File: config.mk
export PLATFORM = sky130hd
export DESIGN_NAME = trimmed_mean_load_cell_filter_unit_flat
export DESIGN_NICKNAME = d
export VERILOG_FILES = /design/src/rtl/core/tmlcf_pkg.sv /design/src/rtl/core/tmlcf_sample_if.sv /design/src/rtl/core/tmlcf_result_if.sv /design/src/rtl/core/tmlcf_ctrl.sv /design/src/rtl/core/tmlcf_dpath.sv /design/src/rtl/core/trimmed_mean_load_cell_filter_unit.sv /design/src/flat_wrapper.sv
export SDC_FILE = /design/constraint.sdc
export NUM_CORES = 2
export LEC_CHECK = 0
export BUFFER_PORTS_ARGS = -buffer_cell sky130_fd_sc_hd__buf_2
export CAP_MARGIN = 15
export CELL_PAD_IN_SITES_DETAIL_PLACEMENT = 1
export CELL_PAD_IN_SITES_GLOBAL_PLACEMENT = 2
export CORE_MARGIN = 2
export CORE_UTILIZATION = 38
export CTS_BUF_LIST = sky130_fd_sc_hd__clkbuf_4 sky130_fd_sc_hd__clkbuf_8 sky130_fd_sc_hd__clkbuf_16
export CTS_CLUSTER_DIAMETER = 50
export CTS_CLUSTER_SIZE = 8
export DETAILED_ROUTE_END_ITERATION = 16
export PLACE_DENSITY_LB_ADDON = 0.1
export SLEW_MARGIN = 20
export SYNTH_ARGS = -nofsm -noshare
export SYNTH_HDL_FRONTEND = slang
export SYNTH_HIERARCHICAL = 1
export SYNTH_SLANG_ARGS = --single-unit
export TNS_END_PERCENT = 5
File: constraint.sdc
create_clock -name i_clk -period 7.2 [get_ports i_clk]
set_clock_uncertainty 0.05 [all_clocks]
set_input_delay 0.72 -clock i_clk [delete_from_list [all_inputs] [get_ports i_clk]]
set_output_delay 0.72 -clock i_clk [all_outputs]
set_load 0.05 [all_outputs]
File: src/rtl/core/tmlcf_pkg.sv
// Shared types and constants for the trimmed-mean load-cell filter.
// Holds register codes, fixed field widths, the controller state and
// the command/status structs. No dependencies.
package tmlcf_pkg;

    // Fixed field widths
    localparam int TARE_W    = 24;
    localparam int GAIN_W    = 41;
    localparam int GAIN_FRAC = 24;
    localparam int WEIGHT_W  = 21;
    localparam int G_LO_W    = 21;   // low slice of gain per multiply pass

    localparam int WEIGHT_LIMIT = 999999;

    // Configuration port
    localparam int CFG_IDX_W  = 2;
    localparam int CFG_DATA_W = GAIN_W;

    localparam logic [CFG_IDX_W-1:0] CFG_TARE = 2'd0;
    localparam logic [CFG_IDX_W-1:0] CFG_GAIN = 2'd1;

    localparam logic [GAIN_W-1:0] GAIN_RESET = 41'h0_0100_0000;  // 1.0 in Q24

    // Controller states
    typedef enum logic [3:0] {
        ST_IDLE,
        ST_SCAN,
        ST_PREP,
        ST_DIV,
        ST_NET,
        ST_MUL_LO,
        ST_MUL_HI,
        ST_ACC,
        ST_OUT
    } t_state;

    // Controller to datapath
    typedef struct packed {
        logic load;
        logic scan;
        logic prep;
        logic div;
        logic net;
        logic mul_lo;
        logic mul_hi;
        logic acc;
        logic out_load;
    } t_cmd;

    // Datapath to controller
    typedef struct packed {
        logic scan_last;
        logic div_last;
        logic out_free;
    } t_stat;

endpackage

File: src/rtl/core/tmlcf_sample_if.sv
// Input channel carrying one raw converter sample per transfer.
// Depends on nothing; width set by SAMPLE_BITS.
interface tmlcf_sample_if #(
    parameter int SAMPLE_BITS = 24
);
    logic                          valid;
    logic                          ready;
    logic signed [SAMPLE_BITS-1:0] sample;

    modport source (output valid, output sample, input ready);
    modport sink   (input valid, input sample, output ready);
endinterface

File: src/rtl/core/tmlcf_result_if.sv
// Output channel carrying one filter result per transfer.
// Depends on tmlcf_pkg for the weight width.
interface tmlcf_result_if #(
    parameter int SAMPLE_BITS = 24,
    parameter int NET_BITS    = 25
);
    logic                                   valid;
    logic                                   ready;
    logic signed [SAMPLE_BITS-1:0]          filtered;
    logic signed [NET_BITS-1:0]             net;
    logic signed [tmlcf_pkg::WEIGHT_W-1:0]  weight_centi;
    logic                                   window_full;

    modport source (output valid, output filtered, output net, output weight_centi,
                    output window_full, input ready);
    modport sink   (input valid, input filtered, input net, input weight_centi,
                    input window_full, output ready);
endinterface

File: src/rtl/core/tmlcf_ctrl.sv
// Sequencer for the filter: steps one sample through scan, divide,
// net, multiply and output. Depends on tmlcf_pkg (t_state, t_cmd, t_stat).
module tmlcf_ctrl (
    input  logic             i_clk,
    input  logic             i_rst_n,
    input  logic             i_in_valid,
    output logic             o_in_ready,
    input  tmlcf_pkg::t_stat i_stat,
    output tmlcf_pkg::t_cmd  o_cmd
);

    tmlcf_pkg::t_state r_state;
    tmlcf_pkg::t_state n_state;

    // State register
    always_ff @(posedge i_clk) begin
        if (!i_rst_n) begin
            r_state <= tmlcf_pkg::ST_IDLE;
        end else begin
            r_state <= n_state;
        end
    end

    // Next state
    always_comb begin
        n_state = r_state;
        unique case (r_state)
            tmlcf_pkg::ST_IDLE: begin
                if (i_in_valid) n_state = tmlcf_pkg::ST_SCAN;
            end
            tmlcf_pkg::ST_SCAN: begin
                if (i_stat.scan_last) n_state = tmlcf_pkg::ST_PREP;
            end
            tmlcf_pkg::ST_PREP:   n_state = tmlcf_pkg::ST_DIV;
            tmlcf_pkg::ST_DIV: begin
                if (i_stat.div_last) n_state = tmlcf_pkg::ST_NET;
            end
            tmlcf_pkg::ST_NET:    n_state = tmlcf_pkg::ST_MUL_LO;
            tmlcf_pkg::ST_MUL_LO: n_state = tmlcf_pkg::ST_MUL_HI;
            tmlcf_pkg::ST_MUL_HI: n_state = tmlcf_pkg::ST_ACC;
            tmlcf_pkg::ST_ACC:    n_state = tmlcf_pkg::ST_OUT;
            tmlcf_pkg::ST_OUT: begin
                if (i_stat.out_free) n_state = tmlcf_pkg::ST_IDLE;
            end
            default:              n_state = tmlcf_pkg::ST_IDLE;
        endcase
    end

    // Command outputs
    always_comb begin
        o_cmd      = '0;
        o_in_ready = 1'b0;
        unique case (r_state)
            tmlcf_pkg::ST_IDLE: begin
                o_in_ready = 1'b1;
                o_cmd.load = i_in_valid;
            end
            tmlcf_pkg::ST_SCAN:   o_cmd.scan   = 1'b1;
            tmlcf_pkg::ST_PREP:   o_cmd.prep   = 1'b1;
            tmlcf_pkg::ST_DIV:    o_cmd.div    = 1'b1;
            tmlcf_pkg::ST_NET:    o_cmd.net    = 1'b1;
            tmlcf_pkg::ST_MUL_LO: o_cmd.mul_lo = 1'b1;
            tmlcf_pkg::ST_MUL_HI: o_cmd.mul_hi = 1'b1;
            tmlcf_pkg::ST_ACC:    o_cmd.acc    = 1'b1;
            tmlcf_pkg::ST_OUT:    o_cmd.out_load = i_stat.out_free;
            default: begin
                o_cmd      = '0;
                o_in_ready = 1'b0;
            end
        endcase
    end

endmodule

File: src/rtl/core/tmlcf_dpath.sv
// Filter datapath: sample window, sum/min/max scan, radix-2 divider,
// tare subtract, split gain multiply, saturation and output register.
// Depends on tmlcf_pkg (widths, register codes, t_cmd, t_stat).
module tmlcf_dpath #(
    parameter int WINDOW      = 8,
    parameter int SAMPLE_BITS = 24,
    parameter int NET_BITS    = 25
) (
    input  logic                                  i_clk,
    input  logic                                  i_rst_n,
    input  tmlcf_pkg::t_cmd                       i_cmd,
    output tmlcf_pkg::t_stat                      o_stat,
    input  logic signed [SAMPLE_BITS-1:0]         i_sample,
    input  logic                                  i_cfg_we,
    input  logic [tmlcf_pkg::CFG_IDX_W-1:0]       i_cfg_idx,
    input  logic [tmlcf_pkg::CFG_DATA_W-1:0]      i_cfg_data,
    output logic                                  o_out_valid,
    input  logic                                  i_out_ready,
    output logic signed [SAMPLE_BITS-1:0]         o_filtered,
    output logic signed [NET_BITS-1:0]            o_net,
    output logic signed [tmlcf_pkg::WEIGHT_W-1:0] o_weight_centi,
    output logic                                  o_window_full
);

    localparam int SB     = SAMPLE_BITS;
    localparam int FC_W   = $clog2(WINDOW + 1);
    localparam int IDX_W  = $clog2(WINDOW);
    localparam int SUM_W  = SB + FC_W;
    localparam int CNT_W  = $clog2(SB);
    localparam int GW     = tmlcf_pkg::GAIN_W;
    localparam int GLO    = tmlcf_pkg::G_LO_W;
    localparam int WW     = tmlcf_pkg::WEIGHT_W;
    localparam int FRAC   = tmlcf_pkg::GAIN_FRAC;
    localparam int PP_W   = NET_BITS + GLO;
    localparam int PROD_W = NET_BITS + GW;

    localparam logic [PROD_W-1:0] SAT_LIM =
        PROD_W'(64'(tmlcf_pkg::WEIGHT_LIMIT + 1)) << FRAC;

    // Configuration registers
    logic signed [tmlcf_pkg::TARE_W-1:0] r_tare;
    logic [GW-1:0]                       r_gain;

    // Window and scan state
    logic signed [SB-1:0]    r_win [WINDOW];
    logic [FC_W-1:0]         r_fill;
    logic [IDX_W-1:0]        r_idx;
    logic signed [SUM_W-1:0] r_sum;
    logic signed [SB-1:0]    r_max;
    logic signed [SB-1:0]    r_min;

    // Divider state
    logic                    r_neg;
    logic [FC_W-1:0]         r_rem;
    logic [SB-1:0]           r_q;
    logic [FC_W-1:0]         r_div;
    logic [CNT_W-1:0]        r_cnt;

    // Scaling state
    logic signed [SB-1:0]       r_filt;
    logic signed [NET_BITS-1:0] r_net;
    logic [NET_BITS-1:0]        r_mag;
    logic                       r_wneg;
    logic [PP_W-1:0]            r_pp;
    logic [PROD_W-1:0]          r_prod;

    // Output register
    logic                       r_o_valid;
    logic signed [SB-1:0]       r_o_filt;
    logic signed [NET_BITS-1:0] r_o_net;
    logic signed [WW-1:0]       r_o_weight;
    logic                       r_o_full;

    logic                       w_full;
    logic signed [SB-1:0]       w_rd;
    logic signed [SUM_W-1:0]    w_dvd;
    logic [SUM_W-1:0]           w_dmag;
    logic [FC_W:0]              w_shift;
    logic [FC_W:0]              w_diff;
    logic                       w_ge;
    logic signed [SB-1:0]       w_filt;
    logic signed [NET_BITS-1:0] w_net;
    logic                       w_sat;
    logic [WW-1:0]              w_wmag;
    logic [WW-1:0]              w_weight;

    assign w_full = (r_fill == FC_W'(WINDOW));
    assign w_rd   = r_win[r_idx];

    // Config writes; unknown indexes are dropped
    always_ff @(posedge i_clk) begin
        if (!i_rst_n) begin
            r_tare <= '0;
            r_gain <= tmlcf_pkg::GAIN_RESET;
        end else if (i_cfg_we) begin
            if (i_cfg_idx == tmlcf_pkg::CFG_TARE) begin
                r_tare <= i_cfg_data[tmlcf_pkg::TARE_W-1:0];
            end else if (i_cfg_idx == tmlcf_pkg::CFG_GAIN) begin
                r_gain <= i_cfg_data[GW-1:0];
            end
        end
    end

    // Fill count
    always_ff @(posedge i_clk) begin
        if (!i_rst_n) begin
            r_fill <= '0;
        end else if (i_cmd.load && !w_full) begin
            r_fill <= r_fill + FC_W'(1);
        end
    end

    // Window: append while filling, shift once full
    always_ff @(posedge i_clk) begin
        if (i_cmd.load) begin
            if (!w_full) begin
                r_win[r_fill[IDX_W-1:0]] <= i_sample;
            end else begin
                for (int i = 0; i < WINDOW - 1; i++) begin
                    r_win[i] <= r_win[i+1];
                end
                r_win[WINDOW-1] <= i_sample;
            end
        end
    end

    // Scan: one entry per cycle into sum, max and min
    always_ff @(posedge i_clk) begin
        if (i_cmd.load) begin
            r_idx <= '0;
            r_sum <= '0;
        end else if (i_cmd.scan) begin
            r_idx <= r_idx + IDX_W'(1);
            r_sum <= r_sum + SUM_W'(w_rd);
            if (r_idx == '0) begin
                r_max <= w_rd;
                r_min <= w_rd;
            end else begin
                if (w_rd > r_max) r_max <= w_rd;
                if (w_rd < r_min) r_min <= w_rd;
            end
        end
    end

    // Dividend and one quotient bit per step
    assign w_dvd   = w_full ? (r_sum - SUM_W'(r_max) - SUM_W'(r_min)) : r_sum;
    assign w_dmag  = w_dvd[SUM_W-1] ? SUM_W'(-w_dvd) : SUM_W'(w_dvd);
    assign w_shift = {r_rem, r_q[SB-1]};
    assign w_ge    = (w_shift >= {1'b0, r_div});
    assign w_diff  = w_shift - {1'b0, r_div};

    // The mean fits the sample range, so the bits above SB start the remainder
    always_ff @(posedge i_clk) begin
        if (i_cmd.prep) begin
            r_neg <= w_dvd[SUM_W-1];
            r_rem <= w_dmag[SUM_W-1:SB];
            r_q   <= w_dmag[SB-1:0];
            r_div <= w_full ? FC_W'(WINDOW - 2) : r_fill;
            r_cnt <= '0;
        end else if (i_cmd.div) begin
            r_rem <= w_ge ? w_diff[FC_W-1:0] : w_shift[FC_W-1:0];
            r_q   <= {r_q[SB-2:0], w_ge};
            r_cnt <= r_cnt + CNT_W'(1);
        end
    end

    // Signed mean and net value
    assign w_filt = r_neg ? -$signed(r_q) : $signed(r_q);
    assign w_net  = NET_BITS'(w_filt) - NET_BITS'(r_tare);

    // Net, magnitude and the two gain passes
    always_ff @(posedge i_clk) begin
        if (i_cmd.net) begin
            r_filt <= w_filt;
            r_net  <= w_net;
            r_wneg <= w_net[NET_BITS-1];
            r_mag  <= w_net[NET_BITS-1] ? NET_BITS'(-w_net) : NET_BITS'(w_net);
        end
        if (i_cmd.mul_lo) begin
            r_pp <= PP_W'(r_mag) * PP_W'(r_gain[GLO-1:0]);
        end else if (i_cmd.mul_hi) begin
            r_prod <= PROD_W'(r_pp);
            r_pp   <= PP_W'(r_mag) * PP_W'(r_gain[GW-1:GLO]);
        end else if (i_cmd.acc) begin
            r_prod <= r_prod + (PROD_W'(r_pp) << GLO);
        end
    end

    // Saturate and restore the sign
    assign w_sat    = (r_prod >= SAT_LIM);
    assign w_wmag   = w_sat ? WW'(tmlcf_pkg::WEIGHT_LIMIT)
                            : {1'b0, r_prod[FRAC+WW-2:FRAC]};
    assign w_weight = r_wneg ? (-w_wmag) : w_wmag;

    // Output register, held until transferred
    always_ff @(posedge i_clk) begin
        if (!i_rst_n) begin
            r_o_valid <= 1'b0;
        end else if (i_cmd.out_load) begin
            r_o_valid <= 1'b1;
        end else if (i_out_ready) begin
            r_o_valid <= 1'b0;
        end
    end

    always_ff @(posedge i_clk) begin
        if (i_cmd.out_load) begin
            r_o_filt   <= r_filt;
            r_o_net    <= r_net;
            r_o_weight <= w_weight;
            r_o_full   <= w_full;
        end
    end

    assign o_out_valid    = r_o_valid;
    assign o_filtered     = r_o_filt;
    assign o_net          = r_o_net;
    assign o_weight_centi = r_o_weight;
    assign o_window_full  = r_o_full;

    // Status to the sequencer
    assign o_stat.scan_last = (FC_W'(r_idx) == (r_fill - FC_W'(1)));
    assign o_stat.div_last  = (r_cnt == CNT_W'(SB - 1));
    assign o_stat.out_free  = !r_o_valid || i_out_ready;

endmodule

File: src/rtl/core/trimmed_mean_load_cell_filter_unit.sv
// Trimmed-mean load-cell filter, top level.
// From input transfer to result valid, the sample window is scanned one entry per step,
// divided one quotient bit per step, then netted, scaled by the gain and registered.
// A new sample is taken only once the previous result is loaded into the output register,
// and that load waits while the output register is still held by the sink.
// Reset (synchronous, active low): empty window, tare 0, gain 1.0, no result.
module trimmed_mean_load_cell_filter_unit #(
    parameter int WINDOW      = 8,
    parameter int SAMPLE_BITS = 24,
    parameter int NET_BITS    = 25
) (
    input  logic                                i_clk,
    input  logic                                i_rst_n,
    tmlcf_sample_if.sink                        i_in,
    tmlcf_result_if.source                      o_out,
    input  logic                                i_cfg_we,
    input  logic [tmlcf_pkg::CFG_IDX_W-1:0]     i_cfg_idx,
    input  logic [tmlcf_pkg::CFG_DATA_W-1:0]    i_cfg_data
);

    tmlcf_pkg::t_cmd  w_cmd;
    tmlcf_pkg::t_stat w_stat;

    // Sequencer
    tmlcf_ctrl u_ctrl (
        .i_clk      (i_clk),
        .i_rst_n    (i_rst_n),
        .i_in_valid (i_in.valid),
        .o_in_ready (i_in.ready),
        .i_stat     (w_stat),
        .o_cmd      (w_cmd)
    );

    // Datapath
    tmlcf_dpath #(
        .WINDOW      (WINDOW),
        .SAMPLE_BITS (SAMPLE_BITS),
        .NET_BITS    (NET_BITS)
    ) u_dpath (
        .i_clk          (i_clk),
        .i_rst_n        (i_rst_n),
        .i_cmd          (w_cmd),
        .o_stat         (w_stat),
        .i_sample       (i_in.sample),
        .i_cfg_we       (i_cfg_we),
        .i_cfg_idx      (i_cfg_idx),
        .i_cfg_data     (i_cfg_data),
        .o_out_valid    (o_out.valid),
        .i_out_ready    (o_out.ready),
        .o_filtered     (o_out.filtered),
        .o_net          (o_out.net),
        .o_weight_centi (o_out.weight_centi),
        .o_window_full  (o_out.window_full)
    );

endmodule
File: src/flat_wrapper.sv
// flat-port wrapper written by rule: the top's interface ports become plain ports
module trimmed_mean_load_cell_filter_unit_flat 
#(
    parameter int WINDOW      = 8,
    parameter int SAMPLE_BITS = 24,
    parameter int NET_BITS    = 25
)
  (i_clk, i_rst_n, i_cfg_we, i_cfg_idx, i_cfg_data, i_in_valid, i_in_sample, i_in_ready, o_out_valid, o_out_filtered, o_out_net, o_out_weight_centi, o_out_window_full, o_out_ready);
  tmlcf_sample_if #(.SAMPLE_BITS(SAMPLE_BITS)) i_in_i ();
  tmlcf_result_if #(.SAMPLE_BITS(SAMPLE_BITS), .NET_BITS(NET_BITS)) o_out_i ();
  input  logic i_clk;
  input  logic i_rst_n;
  input  logic i_cfg_we;
  input  logic [tmlcf_pkg::CFG_IDX_W-1:0] i_cfg_idx;
  input  logic [tmlcf_pkg::CFG_DATA_W-1:0] i_cfg_data;
  input wire logic [$bits(i_in_i.valid)-1:0] i_in_valid;
  input wire logic [$bits(i_in_i.sample)-1:0] i_in_sample;
  output wire logic [$bits(i_in_i.ready)-1:0] i_in_ready;
  output wire logic [$bits(o_out_i.valid)-1:0] o_out_valid;
  output wire logic [$bits(o_out_i.filtered)-1:0] o_out_filtered;
  output wire logic [$bits(o_out_i.net)-1:0] o_out_net;
  output wire logic [$bits(o_out_i.weight_centi)-1:0] o_out_weight_centi;
  output wire logic [$bits(o_out_i.window_full)-1:0] o_out_window_full;
  input wire logic [$bits(o_out_i.ready)-1:0] o_out_ready;
  assign i_in_i.valid = i_in_valid;
  assign i_in_i.sample = i_in_sample;
  assign i_in_ready = i_in_i.ready;
  assign o_out_valid = o_out_i.valid;
  assign o_out_filtered = o_out_i.filtered;
  assign o_out_net = o_out_i.net;
  assign o_out_weight_centi = o_out_i.weight_centi;
  assign o_out_window_full = o_out_i.window_full;
  assign o_out_i.ready = o_out_ready;
  trimmed_mean_load_cell_filter_unit #(.WINDOW(WINDOW), .SAMPLE_BITS(SAMPLE_BITS), .NET_BITS(NET_BITS)) u_core (.i_clk(i_clk), .i_rst_n(i_rst_n), .i_in(i_in_i), .o_out(o_out_i), .i_cfg_we(i_cfg_we), .i_cfg_idx(i_cfg_idx), .i_cfg_data(i_cfg_data));
endmodule
# --- Word-level counts from Yosys, hierarchy flattened ---
# Memory sizes are Yosys's and may differ from the RTL's. A register that Yosys moved wholly into a read port is not among the register bits.
# Index checks and enable logic that the tools add are counted.
totals:
  register_bits: 449
  ramBits: 192
  input_bits: 72
  output_inout_bits: 73
  elab_cells: 133
  memories: 1
classes:
  addsub: 14
  n_mul: 2
  n_lt_le_gt_ge: 4
  eq_ne: 16
  muxes: 47
  n_bitwise: 3
  reduce_logical: 20
memory_table:
  columns: ["memory", "depth", "word_bits", "rd", "rd_ports_with_merged_regs", "write_ports", "line", "source"]
  rows:
  - ["u_core.u_dpath.r_win", 8, 24, 8, 1, 8, "tmlcf_dpath.sv:45", "logic signed [SB-1:0] r_win [WINDOW];"]
ops:
  columns: ["cell", "count"]
  rows:
  - ["2-to-1 mux 24 bit", 9]
  - ["2-to-1 mux 46 bit", 3]
  - ["adder 66 bit", 1]
  - [">= comparator 66 x 44 -> 1 bit, second input constant", 1]
  - ["2-to-1 mux 66 bit", 1]
  - ["2-to-1 mux 28 bit", 2]
  - ["subtractor 28 x 24 -> 28 bit", 2]
  - ["multiplier 25 x 21 -> 46 bit", 1]
  - ["multiplier 25 x 20 -> 45 bit", 1]
  - ["one-hot mux 4 bit (9 select lines)", 1]
  - ["adder 28 x 24 -> 28 bit", 1]
  - ["2-to-1 mux 4 bit", 7]
  - ["negation 28 bit", 1]
  - ["negation 25 bit", 1]
  - ["subtractor 24 x 24 -> 25 bit", 1]
  - ["greater-than comparator 24 bit", 1]
  - ["less-than comparator 24 bit", 1]
  - ["negation 24 bit", 1]
  - ["OR reduction 24 bit", 1]
  - ["2-to-1 mux 21 bit", 1]
  - ["negation 20 -> 21 bit", 1]
  - ["2-to-1 mux 20 bit", 1]
  - ["2-to-1 mux 1 bit", 19]
  - ["equality test 4 x 3 -> 1 bit, second input constant", 4]
  - ["25 further kinds", 43]

# --- Logic depth before layout (Yosys ltp) ---
logic_depth:
  word_depth: 6
  ltp_mapped: 28
  mapped_depth_nobuf: 26

# --- Modules after synthesis ---
# The synthesis kept the hierarchy.
modules_own_cells:
  columns: ["module", "n_inst", "cells_per_inst", "area_each_um2", "seq_area_each_um2"]
  rows:
  - ["tmlcf_dpath", 1, 7202, 68953.6, 18067.3]
  - ["tmlcf_ctrl", 1, 39, 320.3, 80.1]

# --- Least setup slack after synthesis ---
# OpenSTA, ideal clock, no wires.
synth_path:
  kind: "register to register"
  start: "reg u_core.u_dpath.r_gain[32]"
  end: "reg u_core.u_dpath.r_pp[39], data pin"
  setup_ps: 268
  arrival_ps: 7091
  required_ps: 6882
  slack_ps: -209
  path_stages_with_launch: 28
  path_buffers: 3
  synth_period_minus_slack_ps: 7409
  cell_sequence: "dfxtp_1 clkbuf_1 clkbuf_1 nand2_1 fa_1 inv_1 fa_1 inv_1 fa_1 inv_1 fa_1 fa_1 fa_1 inv_1 fa_1 inv_1 ha_1 clkbuf_1 a21oi_1 o21ai_0 a211o_1 a21o_1 and3_1 nor3_1 nand3b_1 a311oi_1 xor2_1 o21ai_0"
synth_between:
  elab_chain_cells: 3
synth_lines:
  columns: ["element", "line", "source"]
  rows:
  - ["from (decl)", "tmlcf_dpath.sv:42", "logic [GW-1:0] r_gain;"]
  - ["from (signal assigned)", "tmlcf_dpath.sv:94", "r_gain <= tmlcf_pkg::GAIN_RESET;"]
  - ["from (signal assigned)", "tmlcf_dpath.sv:99", "r_gain <= i_cfg_data[GW-1:0];"]
  - ["multiplier 25 x 20 -> 45 bit", "tmlcf_dpath.sv:183", "r_pp <= PP_W'(r_mag) * PP_W'(r_gain[GW-1:GLO]);"]
  - ["2-to-1 mux 46 bit", "tmlcf_dpath.sv:181", "end else if (i_cmd.mul_hi) begin"]
  - ["2-to-1 mux 46 bit", "tmlcf_dpath.sv:179", "if (i_cmd.mul_lo) begin"]
  - ["to (signal assigned)", "tmlcf_dpath.sv:180", "r_pp <= PP_W'(r_mag) * PP_W'(r_gain[GLO-1:0]);"]
  - ["to (signal assigned)", "tmlcf_dpath.sv:183", null]
  - ["to (decl)", "tmlcf_dpath.sv:64", "logic [PP_W-1:0] r_pp;"]
# Every way passes these cells. The select of a mux whose other input is x is not followed.
# A chain may end at the register's enable or synchronous reset.

# --- Worst setup path in the final report ---
layout_path:
  start: "reg u_core.u_dpath.r_mag[10]"
  end: "reg u_core.u_dpath.r_pp[39], data pin"
layout_between:
  elab_chain_cells: 3
  word_cells_on_any_way: 4
  classes_between: "mul (2); mux (2)"
layout_lines:
  columns: ["element", "line", "source"]
  rows:
  - ["from (decl)", "tmlcf_dpath.sv:62", "logic [NET_BITS-1:0] r_mag;"]
  - ["from (signal assigned)", "tmlcf_dpath.sv:177", "r_mag <= w_net[NET_BITS-1] ? NET_BITS'(-w_net) : NET_BITS'(w_net);"]
  - ["multiplier 25 x 20 -> 45 bit", "tmlcf_dpath.sv:183", null]
  - ["2-to-1 mux 46 bit", "tmlcf_dpath.sv:181", null]
  - ["2-to-1 mux 46 bit (*)", "tmlcf_dpath.sv:179", null]
# Every way passes the cells marked *; elsewhere a longest branch is shown, timed or not. The select of a mux whose other input is x is not followed.

==> flow_metrics.py <==
metrics = {
    "floorplanning": {
        "die_w_um": 431,
        "core.rowCount": 156,
        "dieArea_um2": 186000,
        "die_h_um": 431,
        "io_pins": 145,
        "core_area_um2": 181000,
        "floorplan.initialDensity": 0.383,
    },
    "yosys": {
        "ys_warn_count": 6,
        "ys_ff_latch": 642,
        "syn_inst": 7241,
        "synth_top_area_cell": "fa_1",
        "synthArstFlopShare": 0,
        "syn_nets": 8684,
        "synth-edff-count": 529,
        "synth.avg_cell_area_um2": 9.57,
        "synth.distinct_cells": 91,
        "synth_top_cell_area_share": 0.253,
        "synth_seq_area_share": 0.262,
        "synthTopCellsByArea": "fa_1, edfxtp_1, ha_1",
        "syn_area_um2": 69300,
        "synth-main-ff-cell": "edfxtp_1",
    },
    "critical_path": {
        "critPathMaxStageDelay_ps": 590,
        "cp-end-kind": "register",
        "critPathMaxFanout": 8,
        "worstPathArrival_ps": 7920,
        "cp.required_ps": 7680,
        "cp_top_family": "adder cells",
        "critPathSlowestCell": "fa_1",
        "path_class": "reg -> reg",
        "start_kind": "register",
        "path_common_cell": "fa_1",
        "worst-path-buf-inv": 9,
    },
    "clock_tree": {
        "cts.sink_count": 642,
        "cts_made_buffers": 113,
        "clk_pin_slew_ps": 60,
        "insertion_delay_ps": 790,
        "root_buffer": "clkbuf_16",
        "cts_buffer_depth": 3,
        "cts_tree": "done",
        "htreeDepth": 3,
    },
    "grt": {
        "grt_overflow_total": 0,
        "grtUsageTotal": 0.249,
        "grt_pass1_vias": 58067,
        "grt_max_degree": 101,
        "grt_pass1_wl_um": 354000,
        "antenna_found_initial": 4,
    },
    "routing": {
        "first_pass_iters": 5,
        "met1_length_um": 93600,
        "routed-wl-met3_um": 6470,
        "wl_met2_um": 122000,
        "wl_per_cell_um": 22.6,
        "route.detailed.drc": 0,
        "drt_iter0_drc": 2441,
        "antenna_left": 0,
        "top_layer": "met4",
        "via_per_inst": 5.20,
        "num_vias": 52570,
        "routed_wl_um": 228000,
    },
    "status": {
        "violations": "negative setup slack",
        "status": "finished, violations left",
    },
    "pwr": {
        "power_density_nw_per_um2": 207,
        "p_leak_uw": 0.0358,
        "ir_worst_vdd_mv": 0.231,
        "p_total_uw": 16700,
    },
    "finish": {
        "mostFrequentLayoutCells": "nand2_1, inv_1, fa_1",
        "layout_commonest_cell": "nand2_1",
        "nets": 9104,
        "area_growth_pct": 16.3,
        "final_layout_size_suffix_gt1_frac": 0.143,
    },
    "placed_design": {
        "routabilityCongestion": 0.869,
        "hpwl_um": 184000,
        "port_buffers": 144,
    },
    "timing": {
        "max_freq_ghz": 0.134,
        "finalCriticalPeriod_ps": 7440,
        "rsz0062_at_grt": "true",
        "worst_pin_slew_ps": 1130,
        "hold_viol": 0,
        "fin_crit_sh": 1.03,
        "relSlewSlack": 0.249,
        "setup_viol": 11,
        "drv_slew": 0,
        "layout_setup_ws_ps": -242,
        "fin_hold_ws_ps": 88.5,
    },
    "worst_hold_path": {
        "hp-class": "in -> reg",
    },
    "flow_run": {
        "cap_violations": 0,
    },
}
state kept, by name, summed over array words and instances (netlist names), 3 cells and up, named ones only:
| name | count |
|---|---|
| u_core/u_ctrl/r_state | 4 |
| u_core/u_dpath/o_filtered | 24 |
| u_core/u_dpath/o_net | 25 |
| u_core/u_dpath/o_weight_centi | 21 |
| u_core/u_dpath/r_cnt | 5 |
| u_core/u_dpath/r_div | 4 |
| u_core/u_dpath/r_fill | 4 |
| u_core/u_dpath/r_filt | 24 |
| u_core/u_dpath/r_gain | 41 |
| u_core/u_dpath/r_idx | 3 |
| u_core/u_dpath/r_mag | 24 |
| u_core/u_dpath/r_max | 24 |
| u_core/u_dpath/r_min | 24 |
| u_core/u_dpath/r_net | 25 |
| u_core/u_dpath/r_pp | 46 |
| u_core/u_dpath/r_prod | 66 |
| u_core/u_dpath/r_q | 24 |
| u_core/u_dpath/r_rem | 4 |
| u_core/u_dpath/r_sum | 28 |
| u_core/u_dpath/r_tare | 24 |
| u_core/u_dpath/r_win | 192 |
synth_stat cells (10+ instances only):
| cell type | instances |
|---|---|
| nand4b_1 | 10 |
| inv_1 | 1101 |
| o211ai_1 | 23 |
| o21ai_0 | 188 |
| ha_1 | 496 |
| a211oi_1 | 31 |
| nor3b_1 | 12 |
| o21bai_1 | 25 |
| or4_1 | 18 |
| a31oi_1 | 46 |
| clkbuf_1 | 317 |
| a21oi_1 | 233 |
| a21o_1 | 130 |
| nand2b_1 | 40 |
| and3_1 | 22 |
| o31ai_1 | 18 |
| o21ai_1 | 16 |
| or3_1 | 30 |
| buf_1 | 19 |
| a2111oi_0 | 11 |
| xnor2_1 | 130 |
| a311oi_1 | 10 |
| mux2i_1 | 31 |
| edfxtp_1 | 529 |
| nor4_1 | 26 |
| a21boi_0 | 76 |
| mux4_2 | 48 |
| xor2_1 | 109 |
| a211o_1 | 16 |
| nand4_1 | 44 |
| dfxtp_1 | 113 |
| o21a_1 | 32 |
| mux2_2 | 51 |
| or2_2 | 11 |
| nor3_1 | 80 |
| nand2_1 | 1280 |
| nor2b_1 | 47 |
| nor2_1 | 218 |
| and2_1 | 520 |
| fa_1 | 875 |
| nand3_1 | 61 |
| o311ai_0 | 12 |
where the power goes:
group | leakage (µW) | switching, µW | internal, µW | total [µW]
combinational | 0.0283 | 4070 | 2830 | 6900
sequential | 0.00569 | 223 | 4250 | 4470
clock | 0.00181 | 2000 | 3300 | 5300
kinds of logic (layout without fill, tap and decap cells):
logic type,after synthesis,in the layout,synth area share
AND/OR/NAND/NOR,2455,2455,0.167
buffers and inverters,1446,1942,0.0788
adder cells (fa/ha/maj),1371,1371,0.342
AO/OA/AOI/OAI,957,957,0.0905
flip-flops,642,642,0.262
XOR/XNOR,240,240,0.0305
multiplexers,130,130,0.0284
other,0,4,0
final timing paths:
| path | start | end | slack, ps | cells past startpoint |
|---|---|---|---|---|
| worst max register to register | u_core/u_dpath/r_mag[10] | u_core/u_dpath/r_pp[39] | -240 | 28 |
| worst max-delay path | u_core/u_dpath/r_mag[10] | u_core/u_dpath/r_pp[39] | -240 | 28 |
| worst min-delay path | i_in_sample[3] | u_core/u_dpath/r_win[7][3] | 90 | 1 |
| worst min register to register | u_core/u_dpath/r_net[4] | u_core/u_dpath/o_net[4] | 320 | 0 |
worst register-to-register path: cells and delay by family, from the launching register on:
family                     cells  cell delay, ps
buffers and inverters          9             990
AOI/OAI and AO/OA              6            1140
xor gates and xnor gates       1             140
adders and majority gates      8            3820
DFF                            1             420
and+or+nand+nor                4             660
metrics by stage:
step                worst slack, ps  instance area (µm²)  setup TNS, ps  std cells  utilization
finish                         -242                80500          -1120      10111        0.445
global route                   -456                80500          -6370      10109        0.445
CTS                            -171                80200          -1980      10101        0.444
detailed placement             -498                75600          -8750       9875        0.418
global placement               -460                75600          -6460       9875        0.418
floorplan                      23.7                69300              0       7241            -
metal layers:
metal,track usage,vias to the layer above
met5,0,-
met4,0.0741,0
met3,0.0225,275
met2,0.462,738
met1,0.304,27205
li1,-,24352
repair_timing:
item,CTS,global route
cloned,3,0
endpoints found under the setup margin,29,29
setup buffers,19,7
gates resized for setup,119,78
endpoints found under the hold margin,13,0
hold buffers,13,0
pin swaps,93,63
layout make-up:
type | instances | area, µm²
Antenna cell | 4 | 10.0
Clock buffer | 141 | 3040
Clock inverter | 50 | 664
Fill cell | 20334 | 100000
Inverter | 1102 | 4140
Multi-Input combinational cell | 5153 | 46500
Sequential cell | 642 | 18200
Tap cell | 2370 | 2970
Timing Repair Buffer | 649 | 5070
(Power assumes the default switching activity.)
